**src/design/hcbd_pkg.sv**
```systemverilog
// Types and constants shared by the chunked body decoder modules.
`default_nettype none
package hcbd_pkg;

    localparam int QUEUE_DEPTH = 4;
    localparam int QUEUE_PTR_W = $clog2(QUEUE_DEPTH);
    localparam int QUEUE_CNT_W = $clog2(QUEUE_DEPTH + 1);

    localparam logic [7:0] CHAR_SEMI = 8'h3B;
    localparam logic [7:0] CHAR_CR   = 8'h0D;
    localparam logic [7:0] CHAR_LF   = 8'h0A;
    localparam logic [7:0] CHAR_SP   = 8'h20;
    localparam logic [7:0] CHAR_TAB  = 8'h09;

    typedef struct packed {
        logic [7:0] data_byte;
        logic       end_of_input;
    } body_beat_t;

    typedef struct packed {
        logic       payload_valid;
        logic [7:0] payload_byte;
        logic [2:0] decode_status;
        logic       finished;
    } result_beat_t;

    typedef enum logic [2:0] {
        CLS_HEX,
        CLS_SEMI,
        CLS_CR,
        CLS_LF,
        CLS_WS,
        CLS_OTHER
    } char_class_t;

    typedef struct packed {
        logic [7:0]  data_byte;
        logic        eoi;
        char_class_t cls;
        logic [3:0]  hex_val;
    } token_t;

    typedef enum logic [3:0] {
        PH_LEAD,
        PH_HEX,
        PH_TRAIL,
        PH_EXT,
        PH_LINE_CR,
        PH_EXT_CR,
        PH_DATA,
        PH_DATA_CR,
        PH_DATA_LF,
        PH_DONE
    } phase_t;

    typedef enum logic [2:0] {
        ST_RUN,
        ST_OK,
        ST_NOLINE,
        ST_EMPTY,
        ST_BADHEX,
        ST_SHORT,
        ST_NODATA
    } status_t;

endpackage
`default_nettype wire

```
**src/design/hcbd_classifier.sv**
```systemverilog
// Front end: classifies each accepted body byte into a token for the queue.
`default_nettype none
module hcbd_classifier (
    input  hcbd_pkg::body_beat_t beat,
    output hcbd_pkg::token_t     token
);

    always_comb
    begin
        token.data_byte = beat.data_byte;
        token.eoi       = beat.end_of_input;
        token.hex_val   = 4'd0;
        if (beat.data_byte >= 8'h30 && beat.data_byte <= 8'h39)
        begin
            token.cls     = hcbd_pkg::CLS_HEX;
            token.hex_val = 4'(beat.data_byte - 8'h30);
        end
        else if (beat.data_byte >= 8'h61 && beat.data_byte <= 8'h66)
        begin
            token.cls     = hcbd_pkg::CLS_HEX;
            token.hex_val = 4'(beat.data_byte - 8'h57);
        end
        else if (beat.data_byte >= 8'h41 && beat.data_byte <= 8'h46)
        begin
            token.cls     = hcbd_pkg::CLS_HEX;
            token.hex_val = 4'(beat.data_byte - 8'h37);
        end
        else if (beat.data_byte == hcbd_pkg::CHAR_SEMI)
        begin
            token.cls = hcbd_pkg::CLS_SEMI;
        end
        else if (beat.data_byte == hcbd_pkg::CHAR_CR)
        begin
            token.cls = hcbd_pkg::CLS_CR;
        end
        else if (beat.data_byte == hcbd_pkg::CHAR_LF)
        begin
            token.cls = hcbd_pkg::CLS_LF;
        end
        else if (beat.data_byte == hcbd_pkg::CHAR_SP || beat.data_byte == hcbd_pkg::CHAR_TAB)
        begin
            token.cls = hcbd_pkg::CLS_WS;
        end
        else
        begin
            token.cls = hcbd_pkg::CLS_OTHER;
        end
    end

endmodule
`default_nettype wire

```
**src/design/hcbd_queue.sv**
```systemverilog
// Short token queue between the classifier and the framing engine.
`default_nettype none
module hcbd_queue (
    input  logic             clk,
    input  logic             rst_n,
    input  logic             push,
    input  hcbd_pkg::token_t push_data,
    output logic             full,
    input  logic             pop,
    output logic             not_empty,
    output hcbd_pkg::token_t pop_data
);

    hcbd_pkg::token_t                   mem [hcbd_pkg::QUEUE_DEPTH];
    logic [hcbd_pkg::QUEUE_PTR_W-1:0]   wr_ptr_reg;
    logic [hcbd_pkg::QUEUE_PTR_W-1:0]   wr_ptr_next;
    logic [hcbd_pkg::QUEUE_PTR_W-1:0]   rd_ptr_reg;
    logic [hcbd_pkg::QUEUE_PTR_W-1:0]   rd_ptr_next;
    logic [hcbd_pkg::QUEUE_CNT_W-1:0]   count_reg;
    logic [hcbd_pkg::QUEUE_CNT_W-1:0]   count_next;
    logic                               do_push;
    logic                               do_pop;

    assign full      = (count_reg == hcbd_pkg::QUEUE_CNT_W'(hcbd_pkg::QUEUE_DEPTH));
    assign not_empty = (count_reg != '0);
    assign do_push   = push && !full;
    assign do_pop    = pop && not_empty;
    assign pop_data  = mem[rd_ptr_reg];

    always_comb
    begin
        wr_ptr_next = wr_ptr_reg;
        rd_ptr_next = rd_ptr_reg;
        count_next  = count_reg;
        if (do_push)
        begin
            wr_ptr_next = wr_ptr_reg + hcbd_pkg::QUEUE_PTR_W'(1);
        end
        if (do_pop)
        begin
            rd_ptr_next = rd_ptr_reg + hcbd_pkg::QUEUE_PTR_W'(1);
        end
        if (do_push && !do_pop)
        begin
            count_next = count_reg + hcbd_pkg::QUEUE_CNT_W'(1);
        end
        else if (do_pop && !do_push)
        begin
            count_next = count_reg - hcbd_pkg::QUEUE_CNT_W'(1);
        end
    end

    always_ff @(posedge clk or negedge rst_n)
    begin
        if (!rst_n)
        begin
            wr_ptr_reg <= '0;
            rd_ptr_reg <= '0;
            count_reg  <= '0;
        end
        else
        begin
            wr_ptr_reg <= wr_ptr_next;
            rd_ptr_reg <= rd_ptr_next;
            count_reg  <= count_next;
        end
    end

    always_ff @(posedge clk)
    begin
        if (do_push)
        begin
            mem[wr_ptr_reg] <= push_data;
        end
    end

endmodule
`default_nettype wire

```
**src/design/hcbd_framer.sv**
```systemverilog
// Back end: chunk framing state machine with a registered result stage.
`default_nettype none
module hcbd_framer #(
    parameter int SIZE_BITS = 32
) (
    input  logic                   clk,
    input  logic                   rst_n,
    input  logic                   tok_valid,
    input  hcbd_pkg::token_t       tok,
    output logic                   tok_pop,
    output logic                   result_valid,
    input  logic                   result_ready,
    output hcbd_pkg::result_beat_t result
);

    hcbd_pkg::phase_t       phase_reg;
    hcbd_pkg::phase_t       phase_next;
    hcbd_pkg::phase_t       pre_phase;
    hcbd_pkg::status_t      status_reg;
    hcbd_pkg::status_t      status_next;
    logic [SIZE_BITS-1:0]   counter_reg;
    logic [SIZE_BITS-1:0]   counter_next;
    logic                   digit_reg;
    logic                   digit_next;
    logic                   bad_reg;
    logic                   bad_next;
    logic                   out_valid_reg;
    logic                   out_valid_next;
    hcbd_pkg::result_beat_t out_reg;
    hcbd_pkg::result_beat_t out_next;

    assign tok_pop      = tok_valid && (!out_valid_reg || result_ready);
    assign result_valid = out_valid_reg;
    assign result       = out_reg;
    assign pre_phase    = (phase_reg == hcbd_pkg::PH_LINE_CR) ? hcbd_pkg::PH_TRAIL : phase_reg;

    always_comb
    begin
        phase_next   = phase_reg;
        status_next  = status_reg;
        counter_next = counter_reg;
        digit_next   = digit_reg;
        bad_next     = bad_reg;
        if (tok_pop && phase_reg != hcbd_pkg::PH_DONE)
        begin
            if (tok.eoi)
            begin
                phase_next = hcbd_pkg::PH_DONE;
                case (phase_reg)
                    hcbd_pkg::PH_DATA:    status_next = hcbd_pkg::ST_SHORT;
                    hcbd_pkg::PH_DATA_CR: status_next = hcbd_pkg::ST_NODATA;
                    hcbd_pkg::PH_DATA_LF: status_next = hcbd_pkg::ST_NODATA;
                    default:              status_next = hcbd_pkg::ST_NOLINE;
                endcase
            end
            else
            begin
                case (phase_reg)
                    hcbd_pkg::PH_LEAD, hcbd_pkg::PH_HEX, hcbd_pkg::PH_TRAIL,
                    hcbd_pkg::PH_LINE_CR:
                    begin
                        if (phase_reg == hcbd_pkg::PH_LINE_CR && tok.cls == hcbd_pkg::CLS_LF)
                        begin
                            if (bad_reg)
                            begin
                                status_next = hcbd_pkg::ST_BADHEX;
                                phase_next  = hcbd_pkg::PH_DONE;
                            end
                            else if (!digit_reg)
                            begin
                                status_next = hcbd_pkg::ST_EMPTY;
                                phase_next  = hcbd_pkg::PH_DONE;
                            end
                            else if (counter_reg == '0)
                            begin
                                status_next = hcbd_pkg::ST_OK;
                                phase_next  = hcbd_pkg::PH_DONE;
                            end
                            else
                            begin
                                phase_next = hcbd_pkg::PH_DATA;
                            end
                        end
                        else if (phase_reg == hcbd_pkg::PH_LINE_CR
                                 && tok.cls == hcbd_pkg::CLS_CR)
                        begin
                            bad_next = 1'b1;
                        end
                        else
                        begin
                            if (phase_reg == hcbd_pkg::PH_LINE_CR)
                            begin
                                bad_next = 1'b1;
                            end
                            case (tok.cls)
                                hcbd_pkg::CLS_SEMI:
                                begin
                                    phase_next = hcbd_pkg::PH_EXT;
                                end
                                hcbd_pkg::CLS_CR:
                                begin
                                    phase_next = hcbd_pkg::PH_LINE_CR;
                                end
                                hcbd_pkg::CLS_WS:
                                begin
                                    phase_next = (pre_phase == hcbd_pkg::PH_HEX)
                                                 ? hcbd_pkg::PH_TRAIL : pre_phase;
                                end
                                hcbd_pkg::CLS_HEX:
                                begin
                                    if (pre_phase == hcbd_pkg::PH_LEAD
                                        || pre_phase == hcbd_pkg::PH_HEX)
                                    begin
                                        if (counter_reg[SIZE_BITS-1:SIZE_BITS-4] != 4'd0)
                                        begin
                                            bad_next = 1'b1;
                                        end
                                        counter_next = {counter_reg[SIZE_BITS-5:0], tok.hex_val};
                                        digit_next   = 1'b1;
                                        phase_next   = hcbd_pkg::PH_HEX;
                                    end
                                    else
                                    begin
                                        bad_next   = 1'b1;
                                        phase_next = hcbd_pkg::PH_TRAIL;
                                    end
                                end
                                default:
                                begin
                                    bad_next   = 1'b1;
                                    phase_next = hcbd_pkg::PH_TRAIL;
                                end
                            endcase
                        end
                    end
                    hcbd_pkg::PH_EXT:
                    begin
                        if (tok.cls == hcbd_pkg::CLS_CR)
                        begin
                            phase_next = hcbd_pkg::PH_EXT_CR;
                        end
                    end
                    hcbd_pkg::PH_EXT_CR:
                    begin
                        if (tok.cls == hcbd_pkg::CLS_LF)
                        begin
                            if (bad_reg)
                            begin
                                status_next = hcbd_pkg::ST_BADHEX;
                                phase_next  = hcbd_pkg::PH_DONE;
                            end
                            else if (!digit_reg)
                            begin
                                status_next = hcbd_pkg::ST_EMPTY;
                                phase_next  = hcbd_pkg::PH_DONE;
                            end
                            else if (counter_reg == '0)
                            begin
                                status_next = hcbd_pkg::ST_OK;
                                phase_next  = hcbd_pkg::PH_DONE;
                            end
                            else
                            begin
                                phase_next = hcbd_pkg::PH_DATA;
                            end
                        end
                        else if (tok.cls != hcbd_pkg::CLS_CR)
                        begin
                            phase_next = hcbd_pkg::PH_EXT;
                        end
                    end
                    hcbd_pkg::PH_DATA:
                    begin
                        counter_next = counter_reg - SIZE_BITS'(1);
                        if (counter_reg == SIZE_BITS'(1))
                        begin
                            phase_next = hcbd_pkg::PH_DATA_CR;
                        end
                    end
                    hcbd_pkg::PH_DATA_CR:
                    begin
                        if (tok.cls == hcbd_pkg::CLS_CR)
                        begin
                            phase_next = hcbd_pkg::PH_DATA_LF;
                        end
                        else
                        begin
                            status_next = hcbd_pkg::ST_NODATA;
                            phase_next  = hcbd_pkg::PH_DONE;
                        end
                    end
                    hcbd_pkg::PH_DATA_LF:
                    begin
                        if (tok.cls == hcbd_pkg::CLS_LF)
                        begin
                            phase_next   = hcbd_pkg::PH_LEAD;
                            counter_next = '0;
                            digit_next   = 1'b0;
                            bad_next     = 1'b0;
                        end
                        else
                        begin
                            status_next = hcbd_pkg::ST_NODATA;
                            phase_next  = hcbd_pkg::PH_DONE;
                        end
                    end
                    default:
                    begin
                        status_next = hcbd_pkg::ST_BADHEX;
                        phase_next  = hcbd_pkg::PH_DONE;
                    end
                endcase
            end
        end
    end

    always_comb
    begin
        out_next.payload_valid = tok_pop && !tok.eoi && (phase_reg == hcbd_pkg::PH_DATA);
        out_next.payload_byte  = out_next.payload_valid ? tok.data_byte : 8'd0;
        out_next.decode_status = status_next;
        out_next.finished      = (phase_next == hcbd_pkg::PH_DONE);
        if (tok_pop)
        begin
            out_valid_next = 1'b1;
        end
        else if (result_ready)
        begin
            out_valid_next = 1'b0;
        end
        else
        begin
            out_valid_next = out_valid_reg;
        end
    end

    always_ff @(posedge clk or negedge rst_n)
    begin
        if (!rst_n)
        begin
            phase_reg     <= hcbd_pkg::PH_LEAD;
            status_reg    <= hcbd_pkg::ST_RUN;
            counter_reg   <= '0;
            digit_reg     <= 1'b0;
            bad_reg       <= 1'b0;
            out_valid_reg <= 1'b0;
        end
        else
        begin
            phase_reg     <= phase_next;
            status_reg    <= status_next;
            counter_reg   <= counter_next;
            digit_reg     <= digit_next;
            bad_reg       <= bad_next;
            out_valid_reg <= out_valid_next;
        end
    end

    always_ff @(posedge clk)
    begin
        if (tok_pop)
        begin
            out_reg <= out_next;
        end
    end

    a_done_sticks: assert property (@(posedge clk) disable iff (!rst_n)
        phase_reg == hcbd_pkg::PH_DONE |=> phase_reg == hcbd_pkg::PH_DONE)
        else $error("framer left the done phase");

    a_data_count: assert property (@(posedge clk) disable iff (!rst_n)
        phase_reg == hcbd_pkg::PH_DATA |-> counter_reg != '0)
        else $error("data phase with zero bytes due");

    a_finished_status: assert property (@(posedge clk) disable iff (!rst_n)
        out_valid_reg && out_reg.finished |-> out_reg.decode_status != hcbd_pkg::ST_RUN)
        else $error("finished beat reports running status");

    a_payload_not_finished: assert property (@(posedge clk) disable iff (!rst_n)
        out_valid_reg && out_reg.payload_valid |-> !out_reg.finished)
        else $error("payload beat marked finished");

endmodule
`default_nettype wire

```
**src/design/http_chunked_body_decoder_top.sv**
```systemverilog
// Top level of the HTTP/1.1 chunked transfer body decoder.
// Path: a body beat is written into the token queue, then registered in the result stage.
// Throughput: one body beat per cycle unless result_ready back-pressure fills the queue.
// A four-entry token queue parts the classifier from the framing engine.
// Reset (rst_n low, asynchronous) empties the queue and the result stage
// and returns the framer to the start of a size line with running status.
`default_nettype none
module http_chunked_body_decoder_top #(
    parameter int SIZE_BITS = 32
) (
    input  logic                   clk,
    input  logic                   rst_n,
    input  logic                   body_valid,
    output logic                   body_ready,
    input  hcbd_pkg::body_beat_t   body,
    output logic                   result_valid,
    input  logic                   result_ready,
    output hcbd_pkg::result_beat_t result
);

    hcbd_pkg::token_t in_token;
    hcbd_pkg::token_t q_token;
    logic             q_full;
    logic             q_not_empty;
    logic             q_pop;

    assign body_ready = !q_full;

    hcbd_classifier u_classifier (
        .beat  (body),
        .token (in_token)
    );

    hcbd_queue u_queue (
        .clk       (clk),
        .rst_n     (rst_n),
        .push      (body_valid),
        .push_data (in_token),
        .full      (q_full),
        .pop       (q_pop),
        .not_empty (q_not_empty),
        .pop_data  (q_token)
    );

    hcbd_framer #(
        .SIZE_BITS (SIZE_BITS)
    ) u_framer (
        .clk          (clk),
        .rst_n        (rst_n),
        .tok_valid    (q_not_empty),
        .tok          (q_token),
        .tok_pop      (q_pop),
        .result_valid (result_valid),
        .result_ready (result_ready),
        .result       (result)
    );

endmodule
`default_nettype wire
```
**config.mk**
```make
export PLATFORM = sky130hd
export DESIGN_NAME = http_chunked_body_decoder_top
export DESIGN_NICKNAME = d
export VERILOG_FILES = /design/src/design/hcbd_pkg.sv /design/src/design/hcbd_classifier.sv /design/src/design/hcbd_queue.sv /design/src/design/hcbd_framer.sv /design/src/design/http_chunked_body_decoder_top.sv
export SDC_FILE = /design/constraint.sdc
export NUM_CORES = 1
export LEC_CHECK = 0
export ABC_AREA = 1
export BUFFER_PORTS_ARGS = -buffer_cell sky130_fd_sc_hd__buf_2
export CAP_MARGIN = 20
export CORE_AREA = 2 2 120 145
export CTS_BUF_LIST = sky130_fd_sc_hd__clkbuf_4 sky130_fd_sc_hd__clkbuf_8
export DETAILED_ROUTE_END_ITERATION = 10
export DIE_AREA = 0 0 122 147
export PLACE_DENSITY = 0.61
export REMOVE_ABC_BUFFERS = 1
export SETUP_SLACK_MARGIN = 0.3
export SYNTH_ARGS = -nofsm -noshare
export SYNTH_HDL_FRONTEND = slang
export SYNTH_HIERARCHICAL = 1
export SYNTH_SLANG_ARGS = --single-unit
```
**constraint.sdc**
```tcl
create_clock -name clk -period 5.1 [get_ports clk]
set_input_delay 0.765 -clock clk [delete_from_list [all_inputs] [get_ports clk]]
set_output_delay 0.765 -clock clk [all_outputs]
set_load 0.05 [all_outputs]
```
==> results.yml <==
detailed_routing:
  drtIter0Drc: 452
  average_wire_length_per_cell_after_detail_routing_um: 14.6
  route.detailed.drc: 0
  dr.pass1.iters: 5
  viasPerCell: 5.23
  antenna_left: 0
  dr_total_vias: 5958
  route.final.wire_length_um: 16600
floorplan:
  initial_core_util_pct: 44.2
  chipHeight_um: 147
  fp.dieArea_um2: 17900
  boundaryPins: 28
  area_of_the_core_region_um2: 16600
  fp.dieW_um: 122
  rows: 52
setup_path:
  cp_data_required_time_ps: 5430
  critical_path.max_fanout: 24
  timing.critical_path.to_type: "register"
  crit_path_start_kind: "register"
  path_cells: "inv_2 -> o211ai_1 -> nand2_1 -> inv_1 -> nand3_1 -> nand2_2 -> nand2_1 -> a21oi_4 -> nand2_2 -> inv_2 -> o21ai_0 -> o21ai_1 -> o21ai_1"
  cp_data_arrival_time_ps: 3760
  critical_path_slowest_stage_cell: "dfrtp_1"
  critical_path.max_stage_delay_ps: 820
  timing.reg2reg.worst_path_depth: 13
  crit_type: "register to register"
logic_synthesis:
  seq_area_frac_synth_pct: 48.3
  post_synth_inst_count: 887
  post_synth_instance_area_um2: 7330
  synthesis.area_per_instance_um2: 8.26
  count_of_yosys_warnings_during_synthesis: 6
  number_of_enable_flip_flop_cells_after_synthesis: 77
  synth.most_common_cell: "nand2_1"
  synth.distinct_cells: 49
  fraction_of_synthesized_cell_area_taken_by_the_top_area_cell_type_pct: 31.6
  async_reset_ff_share_pct: 38.9
  yosys.area.top_type: "edfxtp_1"
  synth.area.top_cells: "edfxtp_1 (32%), dfrtp_1 (17%), nand2_1 (9.9%), inv_1 (7.6%), nor2_1 (4.6%)"
  ys_top_cells_by_count: "nand2_1 (193), inv_1 (148), nor2_1 (89)"
  ys_ff_latch: 126
  postSynth.topFlopCell: "edfxtp_1"
clock_network:
  post-cts-setup-buffers: 0
  cts_buffer_depth: 2
  cts-root-buf: "clkbuf_8"
  hold_fix_buffer_count_after_cts: 0
  post_cts.resized_instances: 0
  clock_tree.htree_level_count: 4
  clk_transition_reported_paths_ps: 90
  clk-insertion-delay-late_ps: 460
  numCtsBuffers: 17
  cts_tree: "yes"
  clock_sink_count: 126
global_routing:
  grtUsageTotal_pct: 19.9
  via_count_of_the_first_global_routing_pass: 5753
  grt_max_degree: 66
  antenna_violations_before_repair: 0
  overflow: 0
  grt_first_pass_wirelength_um: 28000
sta:
  final-max-slew-violation-count: 0
  final_setup_violation_count: 0
  rsz0062_at_grt: "no"
  slew-limit-headroom_pct: 35.8
  final_hold_violation_count: 0
  fmax_mhz: 292
  hold-worst-slack_ps: 408
  period_minus_slack_ps: 3430
  worstMarginPinSlew_ps: 961
  setup_tns_ps: 0
  finalCritPeriodShare_pct: 67.2
  finClkSkew_ps: 12.9
placed_design:
  portBuffers: 27
  finalWeightedCongestion: 0.929
  dpl.hpwl_um: 11400
finish:
  filler_cell_count: 1633
  finish.net_count: 936
  num_antenna_cells: 0
  area.growth.synth_to_final_pct: 8.55
  drive_gt1_share_pct: 13.0
  largest_register_ffs: 64
power:
  irDropWorstVdd_uv: 207
  power.density_nw_per_um2: 394
  static_leakage_power_nw: 3.46
hold_path:
  hold_path_class: "primary input to async pin"
job:
  max-cap-violations: 0
status:
  run_status: "completed"
## power by group
part           switching, W  total, W  internal, W
clock network      0.000494  0.000868     0.000374
logic              0.000656  0.000923     0.000266
registers         0.0000780   0.00134      0.00126
total               0.00123   0.00313      0.00190
## layout by cell type, fill, tap and decap left out, types with 12 or more instances in the layout
| master | count |
|---|---|
| a21oi_1 | 50 |
| edfxtp_1 | 77 |
| nand3_1 | 52 |
| ha_1 | 12 |
| nor2_1 | 89 |
| buf_2 | 27 |
| nand4_1 | 14 |
| o211ai_1 | 30 |
| dfrtp_1 | 49 |
| clkbuf_8 | 17 |
| nand2_1 | 193 |
| o21ai_0 | 36 |
| inv_1 | 148 |
| inv_2 | 14 |
| a22oi_1 | 12 |
## metrics by stage
| stage | setup slack [ps] | cells | total power, W | cell area [µm²] | util, % |
|---|---|---|---|---|---|
| 2_1_floorplan | 2040 | 856 | 0.00204 | 7100 | - |
| 4_1_cts | 1690 | 1139 | 0.00317 | 7960 | 47.9 |
| 3_3_place_gp | 1740 | 1107 | 0.00228 | 7560 | 45.6 |
| 3_5_place_dp | 1710 | 1107 | 0.00229 | 7560 | 45.6 |
| 6_report | 1670 | 1139 | 0.00313 | 7960 | 47.9 |
| 5_1_grt | 1210 | 1139 | 0.00335 | 7960 | 47.9 |
## layer usage
layer / track usage [%] / wire, µm / vias to the layer above
met5: 0 / 0 / -
met4: 8.79 / 435 / 0
met2: 33.2 / 8260 / 151
met3: 3.77 / 592 / 31
met1: 24.9 / 7310 / 2803
li1: - / - / 2973
## cell type report
type | instances | area [µm²] | share of cell area (%)
repair buffers | 35 | 195 | 2.45
well taps | 216 | 270 | 3.40
clock inverters | 15 | 159 | 2.00
flip-flops and latches | 126 | 3540 | 44.5
multi-input cells | 567 | 2950 | 37.0
inverters | 163 | 612 | 7.69
clock buffers | 17 | 234 | 2.94
## critical path, delay by kind of cell, from the launching register on
kind	cells	cell delay [ps]
AO/OA/AOI/OAI	5	760
buffers and inverters	3	770
AND/OR/NAND/NOR	5	960
flip-flops	1	820
## final timing paths
check | from | slack, ps | endpoint
worst max-delay path | u_queue/rd_ptr_reg[1]$_DFFE_PN0P_ | 1670 | u_framer/counter_reg[28]$_DFFE_PN0P_
worst min-delay path | rst_n | 410 | u_framer/counter_reg[18]$_DFFE_PN0P_
worst max register to register | u_queue/rd_ptr_reg[1]$_DFFE_PN0P_ | 1670 | u_framer/counter_reg[28]$_DFFE_PN0P_
worst min register to register | u_queue/count_reg[2]$_DFFE_PN0P_ | 500 | u_queue/count_reg[2]$_DFFE_PN0P_
max in group asynchronous | rst_n | 4230 | u_queue/count_reg[0]$_DFFE_PN0P_
min in group clk | u_queue/count_reg[2]$_DFFE_PN0P_ | 500 | u_queue/count_reg[2]$_DFFE_PN0P_
## cell families (layout without fill, tap and decap cells)
| kind of cell | Yosys count | in the layout | synth area share (%) |
|---|---|---|---|
| flops | 126 | 126 | 48.3 |
| simple gates | 388 | 388 | 23.4 |
| buf+inv | 194 | 230 | 11.5 |
| compound gates | 164 | 164 | 14.2 |
| xor+xnor | 2 | 2 | 0.239 |
| fa+ha+maj | 13 | 13 | 2.32 |
Note: power is estimated with default switching activity, not from simulation.
